[src/rtl/core/lfr_pkg.sv]
// Shared types, constants and helpers of the LCD fill-rectangle SPI engine.
`default_nettype none

package lfr_pkg;

  localparam int MAX_SIDE_DEF = 1024;

  localparam int SIDE_W     = 11;
  localparam int POS_W      = 10;
  localparam int ADDR_W     = 12;
  localparam int PIX_W      = 21;
  localparam int HP_W       = 8;
  localparam int OFF_W      = 8;
  localparam int COLOR_W    = 16;
  localparam int CFG_IDX_W  = 3;
  localparam int CFG_DATA_W = 11;
  localparam int SETUP_W    = 4;
  localparam int BIT_W      = 3;

  localparam logic [PIX_W-1:0] PIXEL_SAT = {PIX_W{1'b1}};

  localparam logic [7:0] CMD_COLUMN = 8'h2A;
  localparam logic [7:0] CMD_ROW    = 8'h2B;
  localparam logic [7:0] CMD_WRITE  = 8'h2C;

  // Configuration register indexes.
  localparam logic [CFG_IDX_W-1:0] REG_PANEL_WIDTH  = 3'd0;
  localparam logic [CFG_IDX_W-1:0] REG_PANEL_HEIGHT = 3'd1;
  localparam logic [CFG_IDX_W-1:0] REG_COLUMN_OFF   = 3'd2;
  localparam logic [CFG_IDX_W-1:0] REG_ROW_OFF      = 3'd3;
  localparam logic [CFG_IDX_W-1:0] REG_HALF_PERIOD  = 3'd4;

  // Setup byte sequence, one frame each.
  localparam logic [SETUP_W-1:0] SB_COL_CMD   = 4'd1;
  localparam logic [SETUP_W-1:0] SB_COL_S_HI  = 4'd2;
  localparam logic [SETUP_W-1:0] SB_COL_S_LO  = 4'd3;
  localparam logic [SETUP_W-1:0] SB_COL_E_HI  = 4'd4;
  localparam logic [SETUP_W-1:0] SB_COL_E_LO  = 4'd5;
  localparam logic [SETUP_W-1:0] SB_ROW_CMD   = 4'd6;
  localparam logic [SETUP_W-1:0] SB_ROW_S_HI  = 4'd7;
  localparam logic [SETUP_W-1:0] SB_ROW_S_LO  = 4'd8;
  localparam logic [SETUP_W-1:0] SB_ROW_E_HI  = 4'd9;
  localparam logic [SETUP_W-1:0] SB_ROW_E_LO  = 4'd10;
  localparam logic [SETUP_W-1:0] SB_WRITE_CMD = 4'd11;

  typedef enum logic [3:0] {
    PH_IDLE   = 4'b0001,
    PH_SETUP  = 4'b0010,
    PH_PIXELS = 4'b0100,
    PH_DONE   = 4'b1000
  } lfr_phase_t;

  typedef struct packed {
    logic               req_type;
    logic [POS_W-1:0]   rect_x;
    logic [POS_W-1:0]   rect_y;
    logic [SIDE_W-1:0]  rect_w;
    logic [SIDE_W-1:0]  rect_h;
    logic [COLOR_W-1:0] fill_color;
  } lfr_in_t;

  typedef struct packed {
    logic sclk;
    logic mosi;
    logic dc_level;
    logic cs_n;
    logic busy_res;
    logic done_res;
    logic rejected;
  } lfr_out_t;

  function automatic logic [7:0] addr_hi(input logic [ADDR_W-1:0] a);
    addr_hi = 8'(a >> 8);
  endfunction

  function automatic logic [7:0] setup_byte(input logic [SETUP_W-1:0] idx,
                                            input logic [ADDR_W-1:0]  cs,
                                            input logic [ADDR_W-1:0]  ce,
                                            input logic [ADDR_W-1:0]  rs,
                                            input logic [ADDR_W-1:0]  re);
    logic [7:0] b;
    case (idx)
      SB_COL_CMD:  b = CMD_COLUMN;
      SB_COL_S_HI: b = addr_hi(cs);
      SB_COL_S_LO: b = cs[7:0];
      SB_COL_E_HI: b = addr_hi(ce);
      SB_COL_E_LO: b = ce[7:0];
      SB_ROW_CMD:  b = CMD_ROW;
      SB_ROW_S_HI: b = addr_hi(rs);
      SB_ROW_S_LO: b = rs[7:0];
      SB_ROW_E_HI: b = addr_hi(re);
      SB_ROW_E_LO: b = re[7:0];
      default:     b = CMD_WRITE;
    endcase
    setup_byte = b;
  endfunction

endpackage

`default_nettype wire

[src/rtl/core/lcd_fill_rect_spi_engine.sv]
// Top level of the LCD fill-rectangle engine: clipping, setup sequencer and SPI shifter.
//
//  channel  | direction | handshake             | payload
//  ---------+-----------+-----------------------+---------------------------
//  in_      | input     | in_valid / in_ready   | lfr_in_t  (one tick + request)
//  out_     | output    | out_valid / out_ready | lfr_out_t (pin levels, flags)
//  cfg_     | input     | cfg_valid / cfg_ready | cfg_index, cfg_data
//
// Every input word is one tick of the serial engine; its result word is ready in the
// cycle after acceptance, and a new word is taken every cycle while the single result
// register is free or being taken. in_ready only drops while that register holds a
// word that is not taken. Reset is synchronous and loads the register defaults;
// no clearing pass. The clip product is registered on the tick after a request.
`default_nettype none

module lcd_fill_rect_spi_engine
  import lfr_pkg::*;
#(
  parameter int MAX_SIDE = MAX_SIDE_DEF
) (
  input  wire logic                  clk,
  input  wire logic                  rst_n,
  input  wire logic                  in_valid,
  output      logic                  in_ready,
  input  wire lfr_in_t               in_item,
  output      logic                  out_valid,
  input  wire logic                  out_ready,
  output      lfr_out_t              out_item,
  input  wire logic                  cfg_valid,
  output      logic                  cfg_ready,
  input  wire logic [CFG_IDX_W-1:0]  cfg_index,
  input  wire logic [CFG_DATA_W-1:0] cfg_data
);

  // Configuration registers.
  logic [SIDE_W-1:0] panel_width_r, panel_height_r;
  logic [OFF_W-1:0]  column_offset_r, row_offset_r;
  logic [HP_W-1:0]   half_period_r;

  // Engine state.
  lfr_phase_t        phase_r, phase_nxt;
  logic [SETUP_W-1:0] setup_idx_r, setup_idx_nxt;
  logic [BIT_W-1:0]  bit_index_r, bit_index_nxt;
  logic [HP_W-1:0]   tick_count_r, tick_count_nxt;
  logic [7:0]        shift_byte_r, shift_byte_nxt;
  logic [PIX_W-1:0]  pixels_left_r, pixels_left_nxt;
  logic              low_byte_next_r, low_byte_next_nxt;
  logic [ADDR_W-1:0] col_start_r, col_start_nxt, col_end_r, col_end_nxt;
  logic [ADDR_W-1:0] row_start_r, row_start_nxt, row_end_r, row_end_nxt;
  logic [COLOR_W-1:0] color_hold_r, color_hold_nxt;
  logic              frame_gap_r, frame_gap_nxt;
  logic              clock_high_r, clock_high_nxt;
  logic              load_pix_r, load_pix_nxt;
  logic [SIDE_W-1:0] clip_w_r, clip_w_nxt, clip_h_r, clip_h_nxt;

  logic              out_valid_r;
  lfr_out_t          out_item_r, out_nxt;

  logic              in_fire;
  logic [SIDE_W-1:0] pw, ph, cw, chh;
  logic [HP_W-1:0]   hp, tick_inc;
  logic              busy, sending, rej;
  logic [ADDR_W-1:0] x_ext, y_ext, x_end, y_end;
  logic [2*SIDE_W-1:0] pix_prod;
  logic [PIX_W-1:0]  pix_dec;
  logic [SETUP_W-1:0] setup_inc;

  assign in_ready  = !out_valid_r || out_ready;
  assign in_fire   = in_valid && in_ready;
  assign cfg_ready = 1'b1;
  assign out_valid = out_valid_r;
  assign out_item  = out_item_r;

  always_ff @(posedge clk) begin
    if (!rst_n) begin
      panel_width_r   <= SIDE_W'(128);
      panel_height_r  <= SIDE_W'(160);
      column_offset_r <= '0;
      row_offset_r    <= '0;
      half_period_r   <= HP_W'(2);
    end else if (cfg_valid) begin
      unique case (cfg_index)
        REG_PANEL_WIDTH:  panel_width_r   <= cfg_data;
        REG_PANEL_HEIGHT: panel_height_r  <= cfg_data;
        REG_COLUMN_OFF:   column_offset_r <= cfg_data[OFF_W-1:0];
        REG_ROW_OFF:      row_offset_r    <= cfg_data[OFF_W-1:0];
        REG_HALF_PERIOD:  half_period_r   <= cfg_data[HP_W-1:0];
        default: ;
      endcase
    end
  end

  always_comb begin
    phase_nxt         = phase_r;
    setup_idx_nxt     = setup_idx_r;
    bit_index_nxt     = bit_index_r;
    tick_count_nxt    = tick_count_r;
    shift_byte_nxt    = shift_byte_r;
    pixels_left_nxt   = pixels_left_r;
    low_byte_next_nxt = low_byte_next_r;
    col_start_nxt     = col_start_r;
    col_end_nxt       = col_end_r;
    row_start_nxt     = row_start_r;
    row_end_nxt       = row_end_r;
    color_hold_nxt    = color_hold_r;
    frame_gap_nxt     = frame_gap_r;
    clock_high_nxt    = clock_high_r;
    load_pix_nxt      = load_pix_r;
    clip_w_nxt        = clip_w_r;
    clip_h_nxt        = clip_h_r;

    pw = (32'(panel_width_r) > 32'(MAX_SIDE)) ? SIDE_W'(MAX_SIDE) : panel_width_r;
    ph = (32'(panel_height_r) > 32'(MAX_SIDE)) ? SIDE_W'(MAX_SIDE) : panel_height_r;
    hp = (half_period_r == '0) ? HP_W'(1) : half_period_r;

    busy    = (phase_r != PH_IDLE);
    sending = busy && (phase_r != PH_DONE) && !frame_gap_r;

    out_nxt.sclk     = sending && clock_high_r;
    out_nxt.mosi     = sending && shift_byte_r[~bit_index_r];
    out_nxt.dc_level = !((phase_r == PH_SETUP) &&
                         (setup_idx_r == SB_COL_CMD || setup_idx_r == SB_ROW_CMD ||
                          setup_idx_r == SB_WRITE_CMD));
    out_nxt.cs_n     = !sending;
    out_nxt.busy_res = busy;
    out_nxt.done_res = (phase_r == PH_DONE);

    rej = in_item.req_type &&
          (in_item.rect_w == '0 || in_item.rect_h == '0 ||
           SIDE_W'(in_item.rect_x) >= pw || SIDE_W'(in_item.rect_y) >= ph || busy);
    out_nxt.rejected = rej;

    // Clipping: the sum is one bit wider than the panel size so it cannot wrap.
    x_ext = ADDR_W'(in_item.rect_x);
    y_ext = ADDR_W'(in_item.rect_y);
    x_end = x_ext + ADDR_W'(in_item.rect_w);
    y_end = y_ext + ADDR_W'(in_item.rect_h);
    cw    = (x_end > ADDR_W'(pw)) ? pw - SIDE_W'(in_item.rect_x) : in_item.rect_w;
    chh   = (y_end > ADDR_W'(ph)) ? ph - SIDE_W'(in_item.rect_y) : in_item.rect_h;

    pix_prod  = clip_w_r * clip_h_r;
    pix_dec   = (pixels_left_r == '0) ? '0 : pixels_left_r - PIX_W'(1);
    setup_inc = setup_idx_r + SETUP_W'(1);
    tick_inc  = tick_count_r + HP_W'(1);

    // The pixel count is needed only after the setup frames, so the product
    // of the registered clip sizes is loaded on the tick after the request.
    if (load_pix_r) begin
      pixels_left_nxt = (pix_prod > (2*SIDE_W)'(PIXEL_SAT)) ? PIXEL_SAT
                                                              : PIX_W'(pix_prod);
      load_pix_nxt    = 1'b0;
    end

    if (!busy) begin
      if (in_item.req_type && !rej) begin
        clip_w_nxt        = cw;
        clip_h_nxt        = chh;
        load_pix_nxt      = 1'b1;
        col_start_nxt     = x_ext + ADDR_W'(column_offset_r);
        col_end_nxt       = x_ext + ADDR_W'(column_offset_r) + ADDR_W'(cw) - ADDR_W'(1);
        row_start_nxt     = y_ext + ADDR_W'(row_offset_r);
        row_end_nxt       = y_ext + ADDR_W'(row_offset_r) + ADDR_W'(chh) - ADDR_W'(1);
        color_hold_nxt    = in_item.fill_color;
        low_byte_next_nxt = 1'b0;
        frame_gap_nxt     = 1'b0;
        phase_nxt         = PH_SETUP;
        setup_idx_nxt     = SB_COL_CMD;
        shift_byte_nxt    = CMD_COLUMN;
        bit_index_nxt     = '0;
        tick_count_nxt    = '0;
        clock_high_nxt    = 1'b0;
      end
    end else if (phase_r == PH_DONE) begin
      phase_nxt     = PH_IDLE;
      frame_gap_nxt = 1'b0;
    end else if (frame_gap_r) begin
      frame_gap_nxt  = 1'b0;
      bit_index_nxt  = '0;
      tick_count_nxt = '0;
      clock_high_nxt = 1'b0;
      if (setup_idx_r == SB_WRITE_CMD) begin
        phase_nxt         = PH_PIXELS;
        low_byte_next_nxt = 1'b0;
        shift_byte_nxt    = color_hold_r[COLOR_W-1 -: 8];
      end else begin
        setup_idx_nxt  = setup_inc;
        shift_byte_nxt = setup_byte(setup_inc, col_start_r, col_end_r,
                                    row_start_r, row_end_r);
      end
    end else begin
      tick_count_nxt = tick_inc;
      if (tick_inc >= hp) begin
        tick_count_nxt = '0;
        if (!clock_high_r) begin
          clock_high_nxt = 1'b1;
        end else begin
          clock_high_nxt = 1'b0;
          if (bit_index_r != '1) begin
            bit_index_nxt = bit_index_r + BIT_W'(1);
          end else if (phase_r != PH_PIXELS) begin
            bit_index_nxt = '0;
            frame_gap_nxt = 1'b1;
          end else if (!low_byte_next_r) begin
            low_byte_next_nxt = 1'b1;
            shift_byte_nxt    = color_hold_r[7:0];
            bit_index_nxt     = '0;
          end else begin
            low_byte_next_nxt = 1'b0;
            pixels_left_nxt   = pix_dec;
            bit_index_nxt     = '0;
            if (pix_dec == '0) begin
              phase_nxt = PH_DONE;
            end else begin
              shift_byte_nxt = color_hold_r[COLOR_W-1 -: 8];
            end
          end
        end
      end
    end
  end

  always_ff @(posedge clk) begin
    if (!rst_n) begin
      phase_r         <= PH_IDLE;
      setup_idx_r     <= '0;
      bit_index_r     <= '0;
      tick_count_r    <= '0;
      shift_byte_r    <= '0;
      pixels_left_r   <= '0;
      low_byte_next_r <= 1'b0;
      col_start_r     <= '0;
      col_end_r       <= '0;
      row_start_r     <= '0;
      row_end_r       <= '0;
      color_hold_r    <= '0;
      frame_gap_r     <= 1'b0;
      clock_high_r    <= 1'b0;
      load_pix_r      <= 1'b0;
      out_valid_r     <= 1'b0;
    end else begin
      if (in_fire) begin
        phase_r         <= phase_nxt;
        setup_idx_r     <= setup_idx_nxt;
        bit_index_r     <= bit_index_nxt;
        tick_count_r    <= tick_count_nxt;
        shift_byte_r    <= shift_byte_nxt;
        pixels_left_r   <= pixels_left_nxt;
        low_byte_next_r <= low_byte_next_nxt;
        col_start_r     <= col_start_nxt;
        col_end_r       <= col_end_nxt;
        row_start_r     <= row_start_nxt;
        row_end_r       <= row_end_nxt;
        color_hold_r    <= color_hold_nxt;
        frame_gap_r     <= frame_gap_nxt;
        clock_high_r    <= clock_high_nxt;
        load_pix_r      <= load_pix_nxt;
        out_valid_r     <= 1'b1;
      end else if (out_ready) begin
        out_valid_r <= 1'b0;
      end
    end
  end

  always_ff @(posedge clk) begin
    if (in_fire) begin
      out_item_r <= out_nxt;
      clip_w_r   <= clip_w_nxt;
      clip_h_r   <= clip_h_nxt;
    end
  end

  a_done_to_idle: assert property (@(posedge clk) disable iff (!rst_n)
    (in_fire && phase_r == PH_DONE) |=> (phase_r == PH_IDLE))
    else $error("engine did not return to idle after the done tick");

  a_busy_rejects: assert property (@(posedge clk) disable iff (!rst_n)
    (in_fire && in_item.req_type && phase_r != PH_IDLE) |=>
      (out_valid_r && out_item_r.rejected))
    else $error("request taken while busy was not rejected");

  a_setup_range: assert property (@(posedge clk) disable iff (!rst_n)
    (phase_r == PH_SETUP) |-> (setup_idx_r >= SB_COL_CMD && setup_idx_r <= SB_WRITE_CMD))
    else $error("setup byte index out of range");

  a_no_load_when_idle: assert property (@(posedge clk) disable iff (!rst_n)
    load_pix_r |-> (phase_r == PH_SETUP && setup_idx_r == SB_COL_CMD))
    else $error("pixel count load pending outside the first setup frame");

endmodule

`default_nettype wire
[config.mk]
export PLATFORM = sky130hd
export DESIGN_NAME = lcd_fill_rect_spi_engine
export DESIGN_NICKNAME = d
export VERILOG_FILES = /design/src/rtl/core/lfr_pkg.sv /design/src/rtl/core/lcd_fill_rect_spi_engine.sv
export SDC_FILE = /design/constraint.sdc
export NUM_CORES = 1
export LEC_CHECK = 0
export ABC_AREA = 1
export BUFFER_PORTS_ARGS = -buffer_cell sky130_fd_sc_hd__buf_2
export CAP_MARGIN = 25
export CORE_MARGIN = 1
export CORE_UTILIZATION = 25
export CTS_CLUSTER_SIZE = 24
export DETAILED_ROUTE_END_ITERATION = 16
export SETUP_SLACK_MARGIN = 0.02
export SLEW_MARGIN = 20
export SYNTH_ARGS = -nofsm -noshare
export SYNTH_HDL_FRONTEND = slang
export SYNTH_SLANG_ARGS = --single-unit
export TNS_END_PERCENT = 5
[constraint.sdc]
create_clock -name clk -period 4.8 [get_ports clk]
set_input_delay 0 -clock clk [delete_from_list [all_inputs] [get_ports clk]]
set_output_delay 0 -clock clk [all_outputs]
set_load 0.02 [all_outputs]
# After elaboration in Yosys (flattened, before gate mapping)
# Cells that the tools add are included.
[totals] inputBits=78 output_inout_bits=10 elab_cells=221 reg_bits=192
[op_classes] muxes=84 multipliers=1 n_lt_le_gt_ge=9 addsub=14 eq_ne=39 bitwise_logic=2 n_reduce_logical=42
[op_table] op="$mux W21" n=11
[op_table] op="$mux W8" n=17
[op_table] op="$pmux W8 S10" n=1
[op_table] op="$mux W4" n=16
[op_table] op="$mux W11" n=4
[op_table] op="$logic_not A21 Y1" n=2
[op_table] op="$mux W1" n=27
[op_table] op="$add A10 B11 Y12" n=2
[op_table] op="$add A11 B11 Y12" n=2
[op_table] op="$gt A12 B11 Y1" n=2
[op_table] op="$ne A4 B4 Y1 const B" n=6
[op_table] op="$sub A12 B1 Y12 const B" n=2
[op_table] op="$add A10 B8 Y11" n=2
[op_table] op="$ge A10 B11 Y1" n=2
[op_table] op="$gt A11 B11 Y1 const B" n=2
[op_table] op="$gt A22 B21 Y1 const B" n=1
[op_table] op="$logic_not A11 Y1" n=2
[op_table] op="$mul A11 B11 Y22" n=1
[op_table] op="$sub A11 B10 Y11" n=2
[op_table] op="$mux W3" n=7
[op_table] op="$sub A21 B1 Y21 const B" n=1
[op_table] op="$eq A4 B3 Y1 const B" n=5
[op_table] op="$eq A4 B4 Y1 const B" n=5
[op_table] op="$ne A4 B3 Y1 const B" n=4
[op_table] op="other kinds (29)" n=65

# Logic depth before layout (Yosys ltp)
# Gate-level depths: netlist (run 1).
[logic_depth] depth_word=12 ltp_mapped=37 ltp_nobuf=36

# Least setup slack after synthesis (run 1)
# No wires, ideal clock.
[synth_path] kind="reg2reg" start="reg clip_w_r[0]" end="reg pixels_left_r[15]" setup_ps=71 path_stages_with_launch=25 required_time_ps=4729 n_path_buf=2 setup_slack_ps=-365 t_arrival_ps=5094 period_less_slack_ps=5165 cell_sequence="edfxtp_1 clkbuf_1 nand2_1 fa_1 fa_1 inv_1 fa_1 fa_1 inv_1 fa_1 inv_1 ha_1 nand2_1 nor2_1 inv_1 nor3_1 nand3_1 nand3_1 nand2_1 nand2_1 clkbuf_1 o21ai_0 nand3_1 nand3_1 a21oi_1"
[synth_between] elab_chain_len=12
[synth_rtl] item="from (decl)" line_no="lcd_fill_rect_spi_engine.sv:54" text="logic [SIDE_W-1:0] clip_w_r, clip_w_nxt, clip_h_r, clip_h_nxt;"
[synth_rtl] item="from (signal assigned)" line_no="lcd_fill_rect_spi_engine.sv:267" text="clip_w_r <= clip_w_nxt;"
[synth_rtl] item="$mul A11 B11 Y22 (*)" line_no="lcd_fill_rect_spi_engine.sv:141" text="pix_prod = clip_w_r * clip_h_r;"
[synth_rtl] item="$gt A22 B21 Y1" line_no="lcd_fill_rect_spi_engine.sv:149" text="pixels_left_nxt = (pix_prod > (2*SIDE_W)'(PIXEL_SAT)) ? PIXEL_SAT"
[synth_rtl] item="$mux W21 (*)" line_no="lcd_fill_rect_spi_engine.sv:149"
[synth_rtl] item="$mux W21 (*)" line_no="lcd_fill_rect_spi_engine.sv:148" text="if (load_pix_r) begin"
[synth_rtl] item="$mux W21" line_no="lcd_fill_rect_spi_engine.sv:203" text="end else if (!low_byte_next_r) begin"
[synth_rtl] item="$mux W21" line_no="lcd_fill_rect_spi_engine.sv:200" text="end else if (phase_r != PH_PIXELS) begin"
[synth_rtl] item="$mux W21" line_no="lcd_fill_rect_spi_engine.sv:198" text="if (bit_index_r != '1) begin"
[synth_rtl] item="$mux W21" line_no="lcd_fill_rect_spi_engine.sv:194" text="if (!clock_high_r) begin"
[synth_rtl] item="$mux W21" line_no="lcd_fill_rect_spi_engine.sv:192" text="if (tick_inc >= hp) begin"
[synth_rtl] item="$mux W21" line_no="lcd_fill_rect_spi_engine.sv:176" text="end else if (frame_gap_r) begin"
[synth_rtl] item="$mux W21" line_no="lcd_fill_rect_spi_engine.sv:173" text="end else if (phase_r == PH_DONE) begin"
[synth_rtl] item="$mux W21 (*)" line_no="lcd_fill_rect_spi_engine.sv:154" text="if (!busy) begin"
[synth_rtl] item="to (signal assigned)" line_no="lcd_fill_rect_spi_engine.sv:247" text="pixels_left_r <= pixels_left_nxt;"
[synth_rtl] item="to (decl)" line_no="lcd_fill_rect_spi_engine.sv:46" text="logic [PIX_W-1:0] pixels_left_r, pixels_left_nxt;"
# Every way passes the cells marked *; elsewhere a longest branch is shown, timed or not.
# A chain may end at the register's enable or synchronous reset.

# Final worst setup path (run 1)
[layout_path] start="reg clip_w_r[2]" end="reg pixels_left_r[9]"
# The elaborated chain is that of the path after synthesis.

==> impl_metrics.yaml, run 1 <==
yosys:
  ys_warn_count: 0
  synthDominantCellAreaShare_pct: 17.8
  yosysSeqAreaShare_pct: 22.6
  synth_cell_types: 55
  syn_inst: 2606
  synth_top_area_cell: "dfxtp_1"
  avgSynthCellArea_um2: 6.94
  synth_commonest_cells: "nand2_1 (529), inv_1 (505), a21oi_1 (223)"
  syn_area_mm2: 0.0181
  async_flop_share_pct: 0
  synth-seq-cells: 190
  synth_edf_count: 29
  yosys-top-cells-area: "dfxtp_1 (18%), ha_1 (14%), nand2_1 (11%)"
  syn_nets: 2970
  synth.most_common_cell: "nand2_1"
  synth-main-ff-cell: "dfxtp_1"
global_route:
  grt_pass1_vias: 16400
  grt.overflow.total: 0
  track_usage_pct: 14.3
  grt_start_max_net_pins: 119
  antenna_found_initial: 0
  grt_pass1_wl_um: 84700
cts:
  cts_max_level: 4
  root_buffer: "clkbuf_16"
  cts_made_buffers: 17
  path_clk_slew_ns: 0.08
  clockBufferDepth: 2
  clk_latency_ns: 0.49
  clock-sinks: 190
  tritoncts: "yes"
setup_path:
  cpMostUsedCell: "fa_1"
  max_stage_delay_ns: 0.57
  r2r_slack_ns: -0.22
  cp-start-kind: "flop"
  crit_path_top_delay_cell: "fa_1"
  required_ns: 5.16
  r2r_start: "clip_w_r[2]"
  cp-end-kind: "flop"
  ff2ff_path_depth: 24
  worstSetupPathType: "reg2reg"
  rr_endpoint: "pixels_left_r[9]"
  crit_arrival_ns: 5.37
  crit_fanout: 5
  crit_chain: "buf_4, nand2_1, inv_1, fa_1, fa_1, fa_1, fa_1, inv_1, fa_1, inv_1, ha_4, nand2_4, buf_4, nor2_2, nor2_2, nand2_1, nand2_1, nand4_1, nand2_4, buf_4, o21ai_1, nand3_1, nand3_1, a21oi_1"
route:
  viasPerCell: 4.43
  avgRoutedWirePerCell_um: 13.4
  finalWirelength_um: 51900
  dr.pass1.iters: 5
  dr.first_iter.drc_count: 1087
  ant_nets: 0
  drc: 0
  vias: 17100
timing:
  fin_crit_ns: 5.02
  finalHoldViolCount: 1
  fmax_mhz: 199
  final-max-slew-violation-count: 0
  worst_slack_ns: -0.216
  slew_headroom_pct: 30.5
  worstMarginPinSlew_ns: 1.04
  rsz0062_at_grt: "true"
  finalClockSkew_ns: 0.0172
  hold_slack_ns: -0.00621
  setup-violations-final: 22
  fin_crit_sh_pct: 104
power_and_ir_drop:
  power_frac_seq_pct: 26.2
  power.switching_mw: 2.78
  clkPwrFrac_pct: 21.7
  pwr-share-comb_pct: 52.1
  peakVddDrop_mv: 0.189
  p_leak_nw: 11.4
  finalPower_mw: 6.79
  p_int_mw: 4.02
  powerDensity_mw_per_mm2: 303
  switching_share_pct: 40.9
run:
  drv_cap: 0
finish:
  layout.nets: 3271
  area_growth_pct: 24.1
  post-route-util_pct: 31.4
  drive_gt1_share_pct: 15.2
  fillCellCount: 7720
  diodes: 0
hold_path:
  worstHoldPathType: "in2reg"
  hp-start: "in_item[58]"
  whs_endpoint: "out_item[0]"
  min_path_cells: 3
die:
  design.core.area_mm2: 0.0715
  start_util_pct: 25.3
  die_h_um: 271
  ioPinCount: 88
  die_w_um: 271
  die_area_mm2: 0.0734
  rows: 98
status:
  status: "finished, violations left"
  violations: "negative hold slack, negative setup slack"
place:
  gp_congestion: 0.900
  io_buffers: 86
  dpl.hpwl_um: 41900
==> timing repair <==
item | CTS | global route
resized for setup | 54 | 35
hold buffers | 37 | 0
gates cloned | 0 | 1
endpoints found under the setup margin | 23 | 35
hold endpoints to repair | 73 | 0
setup buffers | 18 | 3
pin swaps | 36 | 17
==> cells in the final DEF (no fill, tap or decap), types with 8 or more instances in the layout <==
cell and n:
a21oi_2 15, nor3_1 20, nor2_2 8, edfxtp_1 29, a211oi_1 8, a21oi_1 211
clkbuf_16 17, buf_6 9, o21ai_0 160, nand2_2 10, o22ai_1 8, inv_1 498
nor2_4 9, xor2_1 67, o21ai_1 22, o21bai_1 8, nor2_1 197, nand3_1 131
ha_1 190, o211ai_1 9, ha_4 8, nand2_1 521, nand4_1 34, a21o_1 8
fa_1 87, inv_2 10, xnor2_1 29, dfxtp_1 161, buf_2 85, dlygate4sd3_1 37
buf_4 227, a31oi_1 9
==> worst max path at each step <==
stage	slack (ns)	endpoint	cells past startpoint	start
6_report	-0.22	pixels_left_r[9]	24	clip_w_r[2]
2_1_floorplan	-0.08	pixels_left_r[12]	23	clip_w_r[2]
4_1_cts	-0.27	pixels_left_r[6]	25	clip_w_r[7]
5_1_grt	-0.53	col_end_r[11]	32	panel_width_r[2]
3_3_place_gp	-0.42	pixels_left_r[3]	23	clip_w_r[7]
3_5_place_dp	-0.48	pixels_left_r[2]	23	clip_w_r[7]
==> critical path, delay by kind of cell, from the launching register on <==
| kind | cells | cell delay [ns] |
|---|---|---|
| compound gates | 2 | 0.21 |
| fa+ha+maj | 6 | 2.78 |
| buf+inv | 6 | 0.63 |
| flops | 1 | 0.44 |
| simple gates | 10 | 0.84 |
==> metal layers <==
metal | vias up | global-route usage (%) | part of all wire [%] | routed length [um]
li1 | 8922 | - | - | -
met1 | 7862 | 18.1 | 46 | 24100
met2 | 297 | 25.2 | 49 | 25200
met3 | 61 | 1.70 | 2.9 | 1530
met4 | 0 | 3.93 | 2.1 | 1070
met5 | - | 0 | 0 | 0
==> power by group through the flow <==
stage / Clock (mW) / Combinational (mW) / Sequential (mW)
6_report: 1.48 / 3.54 / 1.78
5_1_grt: 1.57 / 3.99 / 1.79
4_1_cts: 1.51 / 3.50 / 1.78
3_5_place_dp: 0 / 3.37 / 1.82
3_3_place_gp: 0 / 3.36 / 1.82
2_1_floorplan: 0 / 2.11 / 1.81
==> metrics by stage <==
stage | worst slack [ns] | instances | instance area, um2 | setup TNS (ns) | hold slack, ns
4_1_cts | -0.271 | 3866 | 22300 | -4.46 | 0.00174
6_report | -0.216 | 3870 | 22500 | -3.80 | -0.00621
5_1_grt | -0.528 | 3870 | 22500 | -11.57 | 0.00316
2_1_floorplan | -0.0771 | 2606 | 18200 | -0.881 | 0.126
3_3_place_gp | -0.422 | 3779 | 21100 | -8.42 | 0.281
3_5_place_dp | -0.484 | 3779 | 21100 | -10.45 | 0.281
==> sequential cells by signal, summed over array words and instances, names as in the netlist, 4 cells and up <==
| name | count |
|---|---|
| pixels_left_r | 21 |
| color_hold_r | 16 |
| col_end_r | 12 |
| row_end_r | 12 |
| clip_h_r | 11 |
| clip_w_r | 11 |
| col_start_r | 11 |
| panel_height_r | 11 |
| panel_width_r | 11 |
| row_start_r | 11 |
| column_offset_r | 8 |
| half_period_r | 8 |
| row_offset_r | 8 |
| shift_byte_r | 8 |
| tick_count_r | 8 |
| out_item | 7 |
| phase_r | 4 |
| setup_idx_r | 4 |
==> kinds of logic (layout without fill, tap and decap cells) <==
group	Yosys count	after routing	synth area share, %
compound gates	483	483	14.4
xor+xnor	96	96	4.65
fa+ha+maj	286	286	23.4
buf+inv	589	903	12.4
flops	190	190	22.6
other cells	1	1	0.0207
simple gates	961	961	22.5
==> layout make-up <==
class                           instances  area, um2  share of cell area, %
Clock buffer                           19        443                   1.97
Multi-Input combinational cell       1827      12000                   53.6
Tap cell                              950       1190                   5.29
Clock inverter                         13        145                  0.646
Timing Repair Buffer                  359       2620                   11.7
Inverter                              512       1920                   8.56
Sequential cell                       190       4090                   18.2
Note: power is estimated with default switching activity, not from simulation.
==> run 2: changes to the inputs <==
Clock period 4.8 ns to 4.5 ns, I/O delays scaled along.
==> impl_metrics.yaml, run 2 (synthesized netlist as in run 1, its figures left out) <==
timing:
  final-max-slew-violation-count: 0
  fmax_mhz: 195
  slew_headroom_pct: 32.9
  worst_slack_ns: -0.627
  finalHoldViolCount: 0
  setup-violations-final: 23
  finalClockSkew_ns: 0.0180
  worstMarginPinSlew_ns: 0.999
  fin_crit_ns: 5.13
  fin_crit_sh_pct: 114
  setup_tns_ns: -11.58
  rsz0062_at_grt: "true"
status:
  violations: "negative setup slack"
  status: "finished, violations left"
hold_path:
  min_path_cells: 5
  whs_endpoint: "panel_height_r[7]"
  worstHoldPathType: "in2reg"
  hp-start: "cfg_index[1]"
finish:
  drive_gt1_share_pct: 17.8
  reg.largest.list: "pixels_left_r x21, color_hold_r x16"
  post-route-util_pct: 32.2
  largest_register_ffs: 21
  regMostFlops: "pixels_left_r"
  area_growth_pct: 27.4
  diodes: 0
  layout.nets: 3336
  final_cell_mix: "nand2_1 (515), inv_1 (497), buf_4 (291)"
  final_common_cell: "nand2_1"
  fin_area_mm2: 0.0230
global_route:
  antenna_found_initial: 0
  grt.overflow.total: 0
  track_usage_pct: 14.6
  grt_start_max_net_pins: 119
  grt_pass1_vias: 17300
  grt_pass1_wl_um: 87000
setup_path:
  cp-end-kind: "flop"
  ff2ff_path_depth: 23
  crit_chain: "buf_4, nand2_2, fa_1, fa_1, inv_2, fa_1, fa_1, inv_1, fa_1, inv_2, ha_4, nand2_2, nor2_2, inv_1, nor3_2, nand3_2, nand4_1, nand2_4, buf_6, o21ai_1, nand3_1, nand3_1, a21oi_1"
  rr_endpoint: "pixels_left_r[8]"
  r2r_start: "clip_h_r[10]"
  crit_start: "clip_h_r[10]"
  cpMostUsedCell: "fa_1"
  max_stage_delay_ns: 0.53
  crit_fanout: 9
  r2r_slack_ns: -0.63
  crit_path_top_delay_cell: "fa_1"
  required_ns: 4.85
  crit_arrival_ns: 5.47
  worstSetupPathType: "reg2reg"
  cp-start-kind: "flop"
die:
  design.core.area_mm2: 0.0715
  die_h_um: 271
  rows: 98
  start_util_pct: 25.3
  ioPinCount: 88
  die_area_mm2: 0.0734
  die_w_um: 271
cts:
  root_buffer: "clkbuf_16"
  path_clk_slew_ns: 0.07
  tritoncts: "yes"
  cts_made_buffers: 17
  clk_latency_ns: 0.48
  clockBufferDepth: 2
  clock-sinks: 190
  cts_max_level: 4
route:
  viasPerCell: 4.44
  vias: 17500
  dr.first_iter.drc_count: 1062
  dr.pass1.iters: 6
  drc: 0
  ant_nets: 0
  avgRoutedWirePerCell_um: 13.4
  finalWirelength_um: 52600
place:
  dpl.hpwl_um: 42600
  io_buffers: 86
  gp_congestion: 0.884
  post-place-ws_ns: -0.717
  placed_area_mm2: 0.0216
run:
  drv_cap: 0
power_and_ir_drop:
  p_leak_nw: 11.7
  peakVddDrop_mv: 0.260
  powerDensity_mw_per_mm2: 320
  finalPower_mw: 7.38
==> run 2: layer usage <==
metal,global-route usage [%],share of wire [%],vias to the layer above
met5,0,0,-
met4,3.95,2.1,0
met3,1.91,2.7,55
met2,26.2,49,265
met1,18.2,46,8089
li1,-,-,9057
==> run 2: layout make-up <==
class                   instances  area [um2]
fillers                      7707       48400
clock buffers                  20         437
repair buffers                424        3110
flip-flops and latches        190        4090
inverters                     512        1920
clock inverters                12         136
well taps                     950        1190
multi-input cells            1827       12200
==> run 2: where the power goes <==
group | switching, mW | internal, mW | total [mW]
sequential | 0.0614 | 1.84 | 1.90
clock | 0.729 | 0.825 | 1.55
combinational | 2.19 | 1.73 | 3.92
total | 2.98 | 4.40 | 7.38
==> run 2: how the worst max path moves through the flow <==
| stage | end | slack [ns] | cells after the start |
|---|---|---|---|
| floorplan | pixels_left_r[15] | -0.22 | 24 |
| global placement | pixels_left_r[9] | -0.61 | 23 |
| detailed placement | pixels_left_r[3] | -0.72 | 23 |
| CTS | pixels_left_r[3] | -0.55 | 22 |
| global route | pixels_left_r[8] | -0.87 | 25 |
| finish | pixels_left_r[8] | -0.63 | 23 |
==> run 2: through the flow <==
stage               hold WS (ns)  instances
floorplan                  0.126       2606
global placement           0.248       3837
detailed placement         0.256       3837
CTS                      0.00354       3921
global route              0.0584       3935
finish                    0.0411       3935
==> run 2: what timing repair did <==
action | CTS | global route
gates resized for setup | 49 | 39
hold buffers | 40 | 0
endpoints found under the setup margin | 30 | 38
setup buffers | 12 | 14
hold endpoints to repair | 82 | 0
pin swaps | 27 | 15
==> run 2: worst max-delay path: cells and delay by family, from the launching register on <==
kind            cells  cell delay [ns]
buf+inv             6             0.55
simple gates        9             0.99
compound gates      2             0.22
flops               1             0.51
fa+ha+maj           6             2.72
